==> config.mk <==
export PLATFORM = sky130hd
export DESIGN_NAME = thc_cfg
export DESIGN_NICKNAME = d
export VERILOG_FILES = /design/src/hw/rtl/thc_pkg.sv /design/src/hw/rtl/thc_cfg.sv
export SDC_FILE = /design/constraint.sdc
export NUM_CORES = 1
export LEC_CHECK = 0
export BUFFER_PORTS_ARGS = -buffer_cell sky130_fd_sc_hd__buf_2
export CAP_MARGIN = 20
export CORE_UTILIZATION = 49
export DETAILED_ROUTE_END_ITERATION = 12
export PLACE_DENSITY = 0.79
export SLEW_MARGIN = 10
export SYNTH_ARGS = -nofsm -noshare
export SYNTH_HDL_FRONTEND = slang
export SYNTH_SLANG_ARGS = --single-unit
==> constraint.sdc <==
create_clock -name clk -period 1 [get_ports clk]
set_input_delay 0.2 -clock clk [delete_from_list [all_inputs] [get_ports clk]]
set_output_delay 0.2 -clock clk [all_outputs]
set_load 0.01 [all_outputs]
==> src/hw/rtl/thc_pkg.sv <==
`default_nettype none
package thc_pkg;

	localparam logic [7:0] CFG_TEMP_ONE   = 8'd0;
	localparam logic [7:0] CFG_TEMP_TWO   = 8'd1;
	localparam logic [7:0] CFG_TEMP_THREE = 8'd2;
	localparam logic [7:0] CFG_HUM_ONE    = 8'd3;
	localparam logic [7:0] CFG_HUM_TWO    = 8'd4;
	localparam logic [7:0] CFG_HUM_THREE  = 8'd5;
	localparam logic [7:0] CFG_HUM_FOURFIVE = 8'd6;
	localparam logic [7:0] CFG_HUM_SIX    = 8'd7;

	localparam logic [31:0] FINE_OFFSET   = 32'd76800;
	localparam logic [31:0] HUM_ROUND_A   = 32'd16384;
	localparam logic [31:0] HUM_BIAS_B    = 32'd32768;
	localparam logic [31:0] HUM_BIAS_C    = 32'd2097152;
	localparam logic [31:0] HUM_ROUND_C   = 32'd8192;
	localparam logic [31:0] HUM_MAX       = 32'd419430400;
	localparam logic [31:0] TEMP_ROUND    = 32'd128;

	typedef struct packed {
		logic [19:0] raw_temperature;
		logic [15:0] raw_humidity;
	} thc_request_t;

	typedef struct packed {
		logic signed [23:0] temperature_centi;
		logic signed [31:0] fine_temperature;
		logic        [16:0] humidity_q10;
	} thc_result_t;

	typedef struct packed {
		logic        [15:0] t1;
		logic signed [15:0] t2;
		logic signed [15:0] t3;
		logic        [7:0]  h1;
		logic signed [15:0] h2;
		logic        [7:0]  h3;
		logic        [23:0] h45;
		logic signed [7:0]  h6;
	} thc_coeff_t;

	// temperature front end to humidity back end
	typedef struct packed {
		logic        [31:0] tfine;
		logic        [15:0] raw_humidity;
	} thc_temp_t;

endpackage
`default_nettype wire

==> src/hw/rtl/thc_cfg.sv <==
`default_nettype none
module thc_cfg
	import thc_pkg::*;
(
	input  wire logic       clk,
	input  wire logic       arst_n,
	input  wire logic       wr_en,
	input  wire logic [7:0] wr_index,
	input  wire logic [31:0] wr_data,
	output thc_coeff_t      coeff
);

	thc_coeff_t coeff_q;

	always_ff @(posedge clk or negedge arst_n) begin
		if (!arst_n) begin
			coeff_q <= '0;
		end else if (wr_en) begin
			unique case (wr_index)
				CFG_TEMP_ONE:     coeff_q.t1  <= wr_data[15:0];
				CFG_TEMP_TWO:     coeff_q.t2  <= wr_data[15:0];
				CFG_TEMP_THREE:   coeff_q.t3  <= wr_data[15:0];
				CFG_HUM_ONE:      coeff_q.h1  <= wr_data[7:0];
				CFG_HUM_TWO:      coeff_q.h2  <= wr_data[15:0];
				CFG_HUM_THREE:    coeff_q.h3  <= wr_data[7:0];
				CFG_HUM_FOURFIVE: coeff_q.h45 <= wr_data[23:0];
				CFG_HUM_SIX:      coeff_q.h6  <= wr_data[7:0];
				default: ;
			endcase
		end
	end

	assign coeff = coeff_q;

endmodule
`default_nettype wire

== Yosys cells after proc, flatten, opt, wreduce, memory -nomap -nowiden ==
Index checks and enable logic that the tools add are counted.
Word-level totals
  flip-flop bits (word level): 112
  input bits: 43
  output and inout bits: 112
  word-level logic and storage cells: 24
Cells by class
  eq/ne operators: 7
  reductions and logical operators: 9
Operators with widths (count)
  8-bit by 3-bit == test with 1-bit output (second input constant): 4
  8-bit by 2-bit == test with 1-bit output (second input constant): 2
  2-bit AND reduction: 8
  8-bit by 1-bit == test with 1-bit output (second input constant): 1
  8-bit zero test: 1

== Longest topological paths before layout ==
  depth after elaboration: 2
  depth in mapped cells: 5

== Least setup slack after synthesis ==
OpenSTA, ideal clock, no wires.
  path type: input to register
  start point: input port wr_index[5]
  end point: register coeff_q, in the netlist coeff[84]
  arrival: 1.507 ns
  data required time: 0.875 ns
  path slack: -0.632 ns
  cell stages on the path: 4
  path buffers: 1
  cells stage by stage: nor4_4 nand4_2 buf_4 mux2_2
On the way
  word-level cells in the longest chain between the ends: 2
Ends and longest elaborated chain
  start: declaration: RTL line thc_cfg.sv:8  | input wire logic [7:0] wr_index,
  8-bit by 1-bit == test with 1-bit output: RTL line thc_cfg.sv:19  | unique case (wr_index)
  2-bit AND reduction (no line)
  end: declaration: RTL line thc_cfg.sv:13  | thc_coeff_t coeff_q;
No other way between the ends.
A chain may end at the register's enable or synchronous reset.

== Final worst setup path ==
  start point: input port wr_index[5]
  end point: register coeff_q, in the netlist coeff[7]
On the way
  word-level cells in the longest chain between the ends: 2
Ends and longest elaborated chain (RTL line)
  8-bit by 3-bit == test with 1-bit output: thc_cfg.sv:19
  2-bit AND reduction (no line)
No other way between the ends.

==> flow_summary.ini <==
[timing]
slew_headroom_pct = 73.0
layout_min_cycle_time_ns = 1.16
period_share_pct = 116
fin_setup_tns_ns = -22.40
setup_viol = 224
finalMaxSlewViolations = 0
hold_viol = 0
worstMarginPinSlew_ns = 0.403
fmax_mhz = 861
fin_ws_ns = -0.162
fin_worst_skew_ns = 0
rsz0062_at_grt = yes

[cts]
path_clk_slew_ns = 0.11
cts_made_buffers = 9
root_buffer = clkbuf_8
cts_sinks = 112
clkLatencyLatePin_ns = 0.36
cts_tree = yes
htreeDepth = 3
cts_buffer_depth = 2

[status]
outcome = complete, but fails checks
violations = setup timing

[logic_synthesis]
synth_area_um2 = 4260
yosys.area.top_type = dfrtp_1
synth-adder-area-share_pct = 0
synth.top_cell.area_share_pct = 65.8
synth_area_leaders = dfrtp_1 66%, mux2_2 30%, nand4_2 1.2%
synth_compound_area_share_pct = 0
syn-instance-count = 247
synth_xor_area_share_pct = 0
yosys_warnings = 0
synth_cell_types = 12
ys_seq_area_share_pct = 65.8
synthSimpleGateAreaFrac_pct = 3.59
synth_top_family_by_area = multiplexers
synth-seq-cells = 112
synth_mux_area_share_pct = 29.6
syn-num-nets = 290
synth.avg_cell_area_um2 = 17.2

[power_and_ir_drop]
power.internal_mw = 6.45
ir_drop_uv = 892
seq_power_share_pct = 56.3
power.share.switching_pct = 25.3
power_density_nw_per_um2 = 1440
clock_power_share_pct = 32.1
p_leak_nw = 3.40
p_total_mw = 8.63
power.switching_mw = 2.18
p_comb_share_pct = 11.6

[routing]
ant_nets = 0
drt_iter0_markers = 57
via_count = 2853
wl_per_cell_um = 18.0
drt_pass1_iterations = 4
vias_per_cell = 5.23
drc = 0
wirelength_mm = 9.85

[die]
core_area_um2 = 8300
rows = 33
die_w_um = 95.2
dieArea_um2 = 9060
start_util_pct = 51.3
die_h_um = 95.2
io_pins = 155

[global_route]
grt_usage_pct = 22.9
antenna_found_initial = 0
gr-total-overflow = 0
grt_max_degree = 44
grt_pass1_wl_mm = 15.1
grt_pass1_vias = 2904

[finish]
num_antenna_cells = 0
final_common_cell = dfrtp_1
instances_no_fill = 546
final_area_um2 = 5990
fill_cells = 550
drive_gt1_share_pct = 73.5
largest_reg_flops = 112
syn_to_final_growth_pct = 40.7
layout_common_cells = 112 x dfrtp_1, 111 x mux2_2, 111 x buf_2, 39 x buf_6, 25 x buf_4
nets = 479

[worst_setup_path]
critPathLaunchType = input port
crit_path_end_kind = flop
crit_path_max_fanout = 8
critPathArrivalTime_ns = 1.42
critPathKind = in -> reg
worstPathRequired_ns = 1.26

[placed_design]
pre_cts_slack_ns = -0.619
gp_congestion = 0.719
post-dp-hpwl_mm = 6.70
io_buffers = 146
postPlaceCellArea_um2 = 5270
dp_cells = 505

[run]
maxCapViolCount = 0

[min_path]
worstHoldPathType = in -> reg
[stage by stage]
step	hold slack, ns	util [%]
after detailed placement	0.0678	63.5
after global routing	0.0320	72.2
after CTS	0.0354	70.0
final	0.0486	72.2
after floorplan	-0.0956	-
after global placement	0.0664	63.5
[synth_stat cells]
| library cell | instances |
|---|---|
| nor4_4 | 1 |
| mux2_2 | 112 |
| buf_2 | 5 |
| and2_1 | 1 |
| nand4_2 | 4 |
| nand3_2 | 4 |
| nor2b_1 | 3 |
| buf_4 | 1 |
| nor3b_2 | 1 |
| clkbuf_1 | 2 |
| dfrtp_1 | 112 |
| nor2_1 | 1 |
[worst max-delay path, stage by stage]
cell	delay (ns)
buf_6	0.09
nor4_4	0.29
buf_6	0.19
buf_12	0.12
nand4_4	0.17
mux2_2	0.34
[per-layer routing]
metal / share of wire, % / track usage (%) / wire length [µm]
met1: 40 / 28.8 / 3940
met2: 51 / 37.7 / 5000
met3: 7.7 / 7.50 / 761
met4: 1.5 / 6.94 / 150
met5: 0 / 0 / 0
[repair_timing]
action                                  CTS  global route
endpoints found under the hold margin   112             0
hold buffers                              1             0
gates resized for setup                  33            18
endpoints found under the setup margin  224           224
setup buffers                            14             9
pin swaps                                 4             1
cloned                                    1             0
[power groups by stage]
| stage | Sequential (mW) | Combinational [mW] | Clock, mW |
|---|---|---|---|
| global route | 4.89 | 1.08 | 3.02 |
| global placement | 4.92 | 0.822 | 0 |
| floorplan | 5.03 | 0.224 | 0 |
| detailed placement | 4.93 | 0.848 | 0 |
| CTS | 4.85 | 0.944 | 2.80 |
| finish | 4.86 | 0.997 | 2.77 |
[worst paths after layout]
path                                   from          to  slack [ns]  cells past startpoint
worst max-delay path            wr_index[5]    coeff[7]       -0.16                      6
worst min-delay path            wr_data[16]   coeff[24]        0.05                      2
worst max register to register    coeff[29]   coeff[29]       -0.02                      3
worst min register to register    coeff[51]   coeff[51]        0.51                      1
max in group asynchronous            arst_n  coeff[109]        0.31                      3
min in group asynchronous            arst_n   coeff[15]        0.21                      2
[final cells by class]
type / count / area [µm²] / share of cell area (%)
clock buffer: 9 / 124 / 2.07
sequential: 112 / 2800 / 46.8
timing repair buffer: 186 / 1390 / 23.2
tap: 105 / 131 / 2.19
multi-input combinational: 127 / 1460 / 24.4
clock inverter: 7 / 78.8 / 1.32
[logic make-up (layout without fill, tap and decap cells)]
group | Yosys count | count (layout)
DFF | 112 | 112
buffers and inverters | 8 | 202
muxes | 112 | 112
and+or+nand+nor | 15 | 15
(Power assumes the default switching activity.)
