--- src/hw/rtl/thc_pkg.sv ---
`default_nettype none
package thc_pkg;

	localparam logic [7:0] CFG_TEMP_ONE   = 8'd0;
	localparam logic [7:0] CFG_TEMP_TWO   = 8'd1;
	localparam logic [7:0] CFG_TEMP_THREE = 8'd2;
	localparam logic [7:0] CFG_HUM_ONE    = 8'd3;
	localparam logic [7:0] CFG_HUM_TWO    = 8'd4;
	localparam logic [7:0] CFG_HUM_THREE  = 8'd5;
	localparam logic [7:0] CFG_HUM_FOURFIVE = 8'd6;
	localparam logic [7:0] CFG_HUM_SIX    = 8'd7;

	localparam logic [31:0] FINE_OFFSET   = 32'd76800;
	localparam logic [31:0] HUM_ROUND_A   = 32'd16384;
	localparam logic [31:0] HUM_BIAS_B    = 32'd32768;
	localparam logic [31:0] HUM_BIAS_C    = 32'd2097152;
	localparam logic [31:0] HUM_ROUND_C   = 32'd8192;
	localparam logic [31:0] HUM_MAX       = 32'd419430400;
	localparam logic [31:0] TEMP_ROUND    = 32'd128;

	typedef struct packed {
		logic [19:0] raw_temperature;
		logic [15:0] raw_humidity;
	} thc_request_t;

	typedef struct packed {
		logic signed [23:0] temperature_centi;
		logic signed [31:0] fine_temperature;
		logic        [16:0] humidity_q10;
	} thc_result_t;

	typedef struct packed {
		logic        [15:0] t1;
		logic signed [15:0] t2;
		logic signed [15:0] t3;
		logic        [7:0]  h1;
		logic signed [15:0] h2;
		logic        [7:0]  h3;
		logic        [23:0] h45;
		logic signed [7:0]  h6;
	} thc_coeff_t;

	// temperature front end to humidity back end
	typedef struct packed {
		logic        [31:0] tfine;
		logic        [15:0] raw_humidity;
	} thc_temp_t;

endpackage
`default_nettype wire

--- src/hw/rtl/thc_temp.sv ---
`default_nettype none
module thc_temp
	import thc_pkg::*;
(
	input  wire logic   clk,
	input  wire logic   arst_n,
	input  wire logic   in_valid,
	input  wire thc_request_t req,
	input  wire thc_coeff_t  coeff,
	output logic        out_valid,
	output thc_temp_t   out_data
);

	logic [31:0] t1_w, t2_w, t3_w, dt_w, d_w;
	logic        v_s1, v_s2, v_s3;
	logic [31:0] p1_s1, dd_s1, v1_s2, q_s2, tfine_s3;
	logic [15:0] rh_s1, rh_s2, rh_s3;

	assign t1_w = {16'b0, coeff.t1};
	assign t2_w = {{16{coeff.t2[15]}}, coeff.t2};
	assign t3_w = {{16{coeff.t3[15]}}, coeff.t3};
	assign dt_w = {15'b0, req.raw_temperature[19:3]} - {15'b0, coeff.t1, 1'b0};
	assign d_w  = {16'b0, req.raw_temperature[19:4]} - t1_w;

	always_ff @(posedge clk or negedge arst_n) begin
		if (!arst_n) begin
			v_s1 <= 1'b0;
			v_s2 <= 1'b0;
			v_s3 <= 1'b0;
		end else begin
			v_s1 <= in_valid;
			v_s2 <= v_s1;
			v_s3 <= v_s2;
		end
	end

	// all products keep the low 32 bits only
	always_ff @(posedge clk) begin
		p1_s1    <= dt_w * t2_w;
		dd_s1    <= d_w * d_w;
		rh_s1    <= req.raw_humidity;
		v1_s2    <= 32'($signed(p1_s1) >>> 11);
		q_s2     <= 32'($signed(dd_s1) >>> 12) * t3_w;
		rh_s2    <= rh_s1;
		tfine_s3 <= v1_s2 + 32'($signed(q_s2) >>> 14);
		rh_s3    <= rh_s2;
	end

	assign out_valid             = v_s3;
	assign out_data.tfine        = tfine_s3;
	assign out_data.raw_humidity = rh_s3;

endmodule
`default_nettype wire

--- config.mk ---
export PLATFORM = sky130hd
export DESIGN_NAME = thc_temp
export DESIGN_NICKNAME = d
export VERILOG_FILES = /design/src/hw/rtl/thc_pkg.sv /design/src/hw/rtl/thc_temp.sv
export SDC_FILE = /design/constraint.sdc
export NUM_CORES = 2
export LEC_CHECK = 0
export BUFFER_PORTS_ARGS = -buffer_cell sky130_fd_sc_hd__buf_2
export CAP_MARGIN = 40
export CORE_MARGIN = 2
export CORE_UTILIZATION = 40
export DETAILED_ROUTE_END_ITERATION = 10
export PLACE_DENSITY = 0.68
export SYNTH_ARGS = -nofsm -noshare
export SYNTH_HDL_FRONTEND = slang
export SYNTH_SLANG_ARGS = --single-unit
export TNS_END_PERCENT = 5
--- constraint.sdc ---
create_clock -name clk -period 6.3 [get_ports clk]
set_input_delay 1.26 -clock clk [delete_from_list [all_inputs] [get_ports clk]]
set_output_delay 1.26 -clock clk [all_outputs]
set_load 0.005 [all_outputs]
# Word-level counts from Yosys, hierarchy flattened
# Index checks and enable logic that the tools add are counted.
dict set report word_totals {
  output_inout_bits 49
  ff_bits 200
}
dict set report classes {
  addsub 3
  multipliers 3
}
# cell n
set ops {}
lappend ops {{multiplier 17 x 17 -> 32 bit} 1}
lappend ops {{multiplier 18 x 16 -> 32 bit} 1}
lappend ops {{multiplier 20 x 16 -> 32 bit} 1}
lappend ops {{adder 21 x 18 -> 22 bit} 1}
lappend ops {{subtractor 17 x 17 -> 18 bit} 1}
lappend ops {{subtractor 16 x 16 -> 17 bit} 1}

# Logic depth before layout (Yosys ltp)
dict set report depth {
  word_depth 2
  mapped_depth 35
}

# Worst setup path before layout
# Ideal clock, no wire load.
dict set report synth_path {
  path_kind {input to register}
  from {input req[20] (netlist name)}
  to {register dd_s1[30]}
  slack_ns -2.328
  required_time_ns 6.228
  cell_stages 29
  arrival_time_ns 8.556
  setup_time_ns 0.072
  path_cell_list {inv_1 ha_1 fa_1 nor2b_1 o31a_1 o2111ai_1 a211o_1 a31o_2 buf_2 buf_1 nand2_1 inv_1 fa_1 inv_1 fa_1 inv_1 fa_1 fa_1 fa_1 fa_1 ha_1 a21o_1 a21oi_1 o21ai_0 nor3b_1 a211oi_1 or2_1 a21oi_1 xnor2_1}
}
dict set report synth_between {
  elab_chain_len 2
}
# element line_no
set synth_lines {}
lappend synth_lines {{from (decl)} thc_temp.sv:8} ;# input wire thc_request_t req,
lappend synth_lines {{subtractor 16 x 16 -> 17 bit} thc_temp.sv:23} ;# assign d_w = {16'b0, req.raw_temperature[19:4]} - t1_w;
lappend synth_lines {{multiplier 17 x 17 -> 32 bit} thc_temp.sv:40} ;# dd_s1 <= d_w * d_w;
lappend synth_lines {{to (signal assigned)} thc_temp.sv:40}
lappend synth_lines {{to (decl)} thc_temp.sv:16} ;# logic [31:0] p1_s1, dd_s1, v1_s2, q_s2, tfine_s3;
# No other way between the ends.

# Worst setup path after layout
dict set report layout_path {
  from {input coeff[101] (netlist name)}
  to {register dd_s1[24]}
}
dict set report layout_between {
  elab_chain_len 2
}
# element line_no
set layout_lines {}
lappend layout_lines {{from (decl)} thc_temp.sv:9} ;# input wire thc_coeff_t coeff,
lappend layout_lines {{subtractor 16 x 16 -> 17 bit} thc_temp.sv:23}
lappend layout_lines {{multiplier 17 x 17 -> 32 bit} thc_temp.sv:40}
# No other way between the ends.

==> results.json <==
{
  "path_max_fanout": 10,
  "hold_buffers": 0,
  "worstHoldEndpoint": "v1_s2[3]",
  "slowest_delay_ps": 620,
  "worst_pin_slew_ps": 589.9,
  "cts.reportedPaths.clkPinSlew_ps": 70,
  "fin_crit_ps": 7851,
  "worst_slack_ps": -1551,
  "drcViolationCount": 0,
  "synth_edf_count": 0,
  "cts.sinks": 153,
  "path_common_cell": "fa_1",
  "async_flop_share": 0.01961,
  "drt-vias-per-instance": 4.677,
  "die_w_um": 295.6,
  "reg2reg_depth": 23,
  "fin_nets": 5421,
  "ys_types": 65,
  "gp_congestion": 0.8930,
  "ys.flop_type": "dfxtp_1",
  "dieHeight_um": 295.6,
  "io-pin-count": 200,
  "mappedNetlistArea_um2": 34020,
  "drv_slew": 0,
  "cts_buffer_depth": 2,
  "cp_data_arrival_time_ps": 8180,
  "io_buffers": 132,
  "wl_per_cell_um": 15.45,
  "timing.fmax_mhz": 127.4,
  "min-delay-start": "p1_s1[14]",
  "crit_buf_inv": 10,
  "status": "finished with violations",
  "cap_violations": 0,
  "initial_core_util": 0.4052,
  "relSlewSlack": 0.6067,
  "grt.total_usage": 0.1967,
  "ys.warnings.count": 0,
  "overflow": 0,
  "finalSetupViolCount": 49,
  "drtPass1Iterations": 5,
  "critPathSlowestCell": "fa_1",
  "grt_setup_unrepaired": "yes",
  "hold_viol": 0,
  "dp_hpwl_um": 71980,
  "cp_data_required_time_ps": 6630,
  "grt_pass1_wl_um": 136600,
  "clock-root-buffer": "clkbuf_16",
  "r2r_slack_ps": -80,
  "area_delta_synth_final_pct": 21.20,
  "fin_cells": 5324,
  "drive_gt1_frac": 0.2012,
  "fin_crit_sh": 1.246,
  "dieArea_um2": 87400,
  "ys_ff_latch": 153,
  "violations": "setup timing",
  "htree_levels": 4,
  "grt_max_degree": 19,
  "rows": 106,
  "routed_wl_um": 82250,
  "hold_path_class": "reg -> reg",
  "reg2reg_to": "q_s2[31]",
  "antennaDiodeCount": 0,
  "hold_ws_ps": 322.3,
  "drt-initial-drc-count": 1291,
  "crit_path_end_kind": "register",
  "path_delay_family": "adder cells",
  "netlist_instances": 3645,
  "timing.rr.start": "dd_s1[23]",
  "crit_type": "in -> reg",
  "antenna_found_initial": 2,
  "holdPathStages": 0,
  "grt_pass1_vias": 27074,
  "core_area_um2": 83950,
  "cts_made_buffers": 17,
  "place_inst": 5267,
  "syn_nets": 4889,
  "cp-start-kind": "primary input",
  "fin_skew_ps": 13.24,
  "clk_latency_ps": 450,
  "cts_tree": "yes",
  "vias": 24901,
  "synth-seq-area-share": 0.09047,
  "synth_area_per_cell_um2": 9.333,
  "ant_nets": 0
}
-- per-stage QoR --
step	utilization	TNS, ps	instance area (um^2)	setup slack (ps)
floorplan	-	-64050	34260	-1738
global placement	0.4713	-88350	39570	-2229
detailed placement	0.4714	-92560	39580	-2340
CTS	0.4843	-51520	40660	-1566
global route	0.4911	-65480	41230	-1797
finish	0.4911	-53430	41230	-1551
-- layout by cell type, fill, tap and decap left out, drive strengths merged, types with 3 or more instances in the layout --
master / count
xor2: 29
o2111ai: 3
o31ai: 4
ha: 277
nor4: 4
o31a: 6
clkinv: 10
and2: 216
nor2b: 24
a21oi: 53
nand2: 465
or2: 4
nand3: 17
and3: 5
nor3b: 3
a31oi: 11
nand2b: 36
dfxtp: 150
o22ai: 3
a211oi: 7
o41ai: 3
a21o: 23
and4: 6
clkbuf: 21
o21ai: 31
a2111oi: 3
dfrtp: 3
fa: 816
inv: 1010
nand4: 4
o21a: 25
xnor2: 97
a31o: 3
or3: 3
nor2: 126
buf: 639
a211o: 4
nor3: 20
-- cell usage after synthesis, drive strengths merged, types with 4 or more instances --
| cell type | count | share of area |
|---|---|---|
| inv | 1002 | 0.11 |
| fa | 816 | 0.48 |
| nand2 | 465 | 0.051 |
| ha | 277 | 0.10 |
| and2 | 216 | 0.040 |
| dfxtp | 150 | 0.088 |
| nor2 | 126 | 0.014 |
| clkbuf | 113 | 0.012 |
| xnor2 | 97 | 0.025 |
| a21oi | 53 | 0.0078 |
| nand2b | 36 | 0.0066 |
| o21ai | 31 | 0.0046 |
| xor2 | 29 | 0.0077 |
| o21a | 25 | 0.0055 |
| nor2b | 24 | 0.0044 |
| a21o | 23 | 0.0051 |
| nor3 | 20 | 0.0029 |
| nand3 | 17 | 0.0025 |
| buf | 16 | 0.0029 |
| a31oi | 11 | 0.0026 |
| a211oi | 7 | 0.0015 |
| and4 | 6 | 0.0015 |
| clkinv | 6 | 0.00066 |
| o31a | 6 | 0.0015 |
| and3 | 5 | 0.00092 |
| a211o | 4 | 0.0010 |
| nand4 | 4 | 0.00074 |
| nor4 | 4 | 0.00074 |
| o31ai | 4 | 0.0010 |
| or2 | 4 | 0.00074 |
-- layer usage --
layer / vias up / track usage / part of all wire
met5: - / 0 / 0.00028
met4: 4 / 0.05373 / 0.028
met3: 127 / 0.01941 / 0.046
li1: 11569 / - / -
met1: 12577 / 0.2574 / 0.42
met2: 624 / 0.3473 / 0.51
-- layout make-up --
type                            count  area, um^2
Fill cell                        7702       42720
Multi-Input combinational cell   2355       27570
Timing Repair Buffer              642        4748
Inverter                         1008        3797
Sequential cell                   153        3078
Tap cell                         1134        1419
Clock buffer                       18       439.2
Clock inverter                     14       180.2
-- kinds of logic after synthesis --
| family | after synthesis | share of synthesized area |
|---|---|---|
| flip-flops | 153 | 0.09047 |
| buffers and inverters | 1137 | 0.1266 |
| XOR/XNOR | 126 | 0.03266 |
| AO/OA/AOI/OAI | 200 | 0.04001 |
| adder cells (fa/ha/maj) | 1093 | 0.5821 |
| AND/OR/NAND/NOR | 935 | 0.1278 |
| multiplexers | 1 | 0.0003310 |
-- how the worst max path moves through the flow --
stage                    start   endpoint  cells past startpoint
floorplan              req[20]  dd_s1[30]                     29
global placement       req[20]  dd_s1[31]                     32
detailed placement     req[20]  dd_s1[31]                     32
CTS                    req[20]  p1_s1[30]                     31
global route        coeff[101]  dd_s1[24]                     31
finish              coeff[101]  dd_s1[24]                     31
-- sequential cells by signal (all words and copies together), names as in the netlist --
name,cells
q_s2,18
rh_s3,16
rh_s1,16
v1_s2,21
tfine_s3,22
out_valid,1
p1_s1,21
rh_s2,16
v_s1,1
v_s2,1
dd_s1,20
-- timing repair --
item / 4_1_cts / 5_1_grt
buffers inserted: 9 / 15
endpoints found under the setup margin: 57 / 57
pin swaps: 42 / 67
gates resized for setup: 76 / 99
gates cloned: 0 / 1
Power is left out: the tool's default activity adds up to more than one toggle a clock period on the data nets, which glitch-free logic cannot reach.
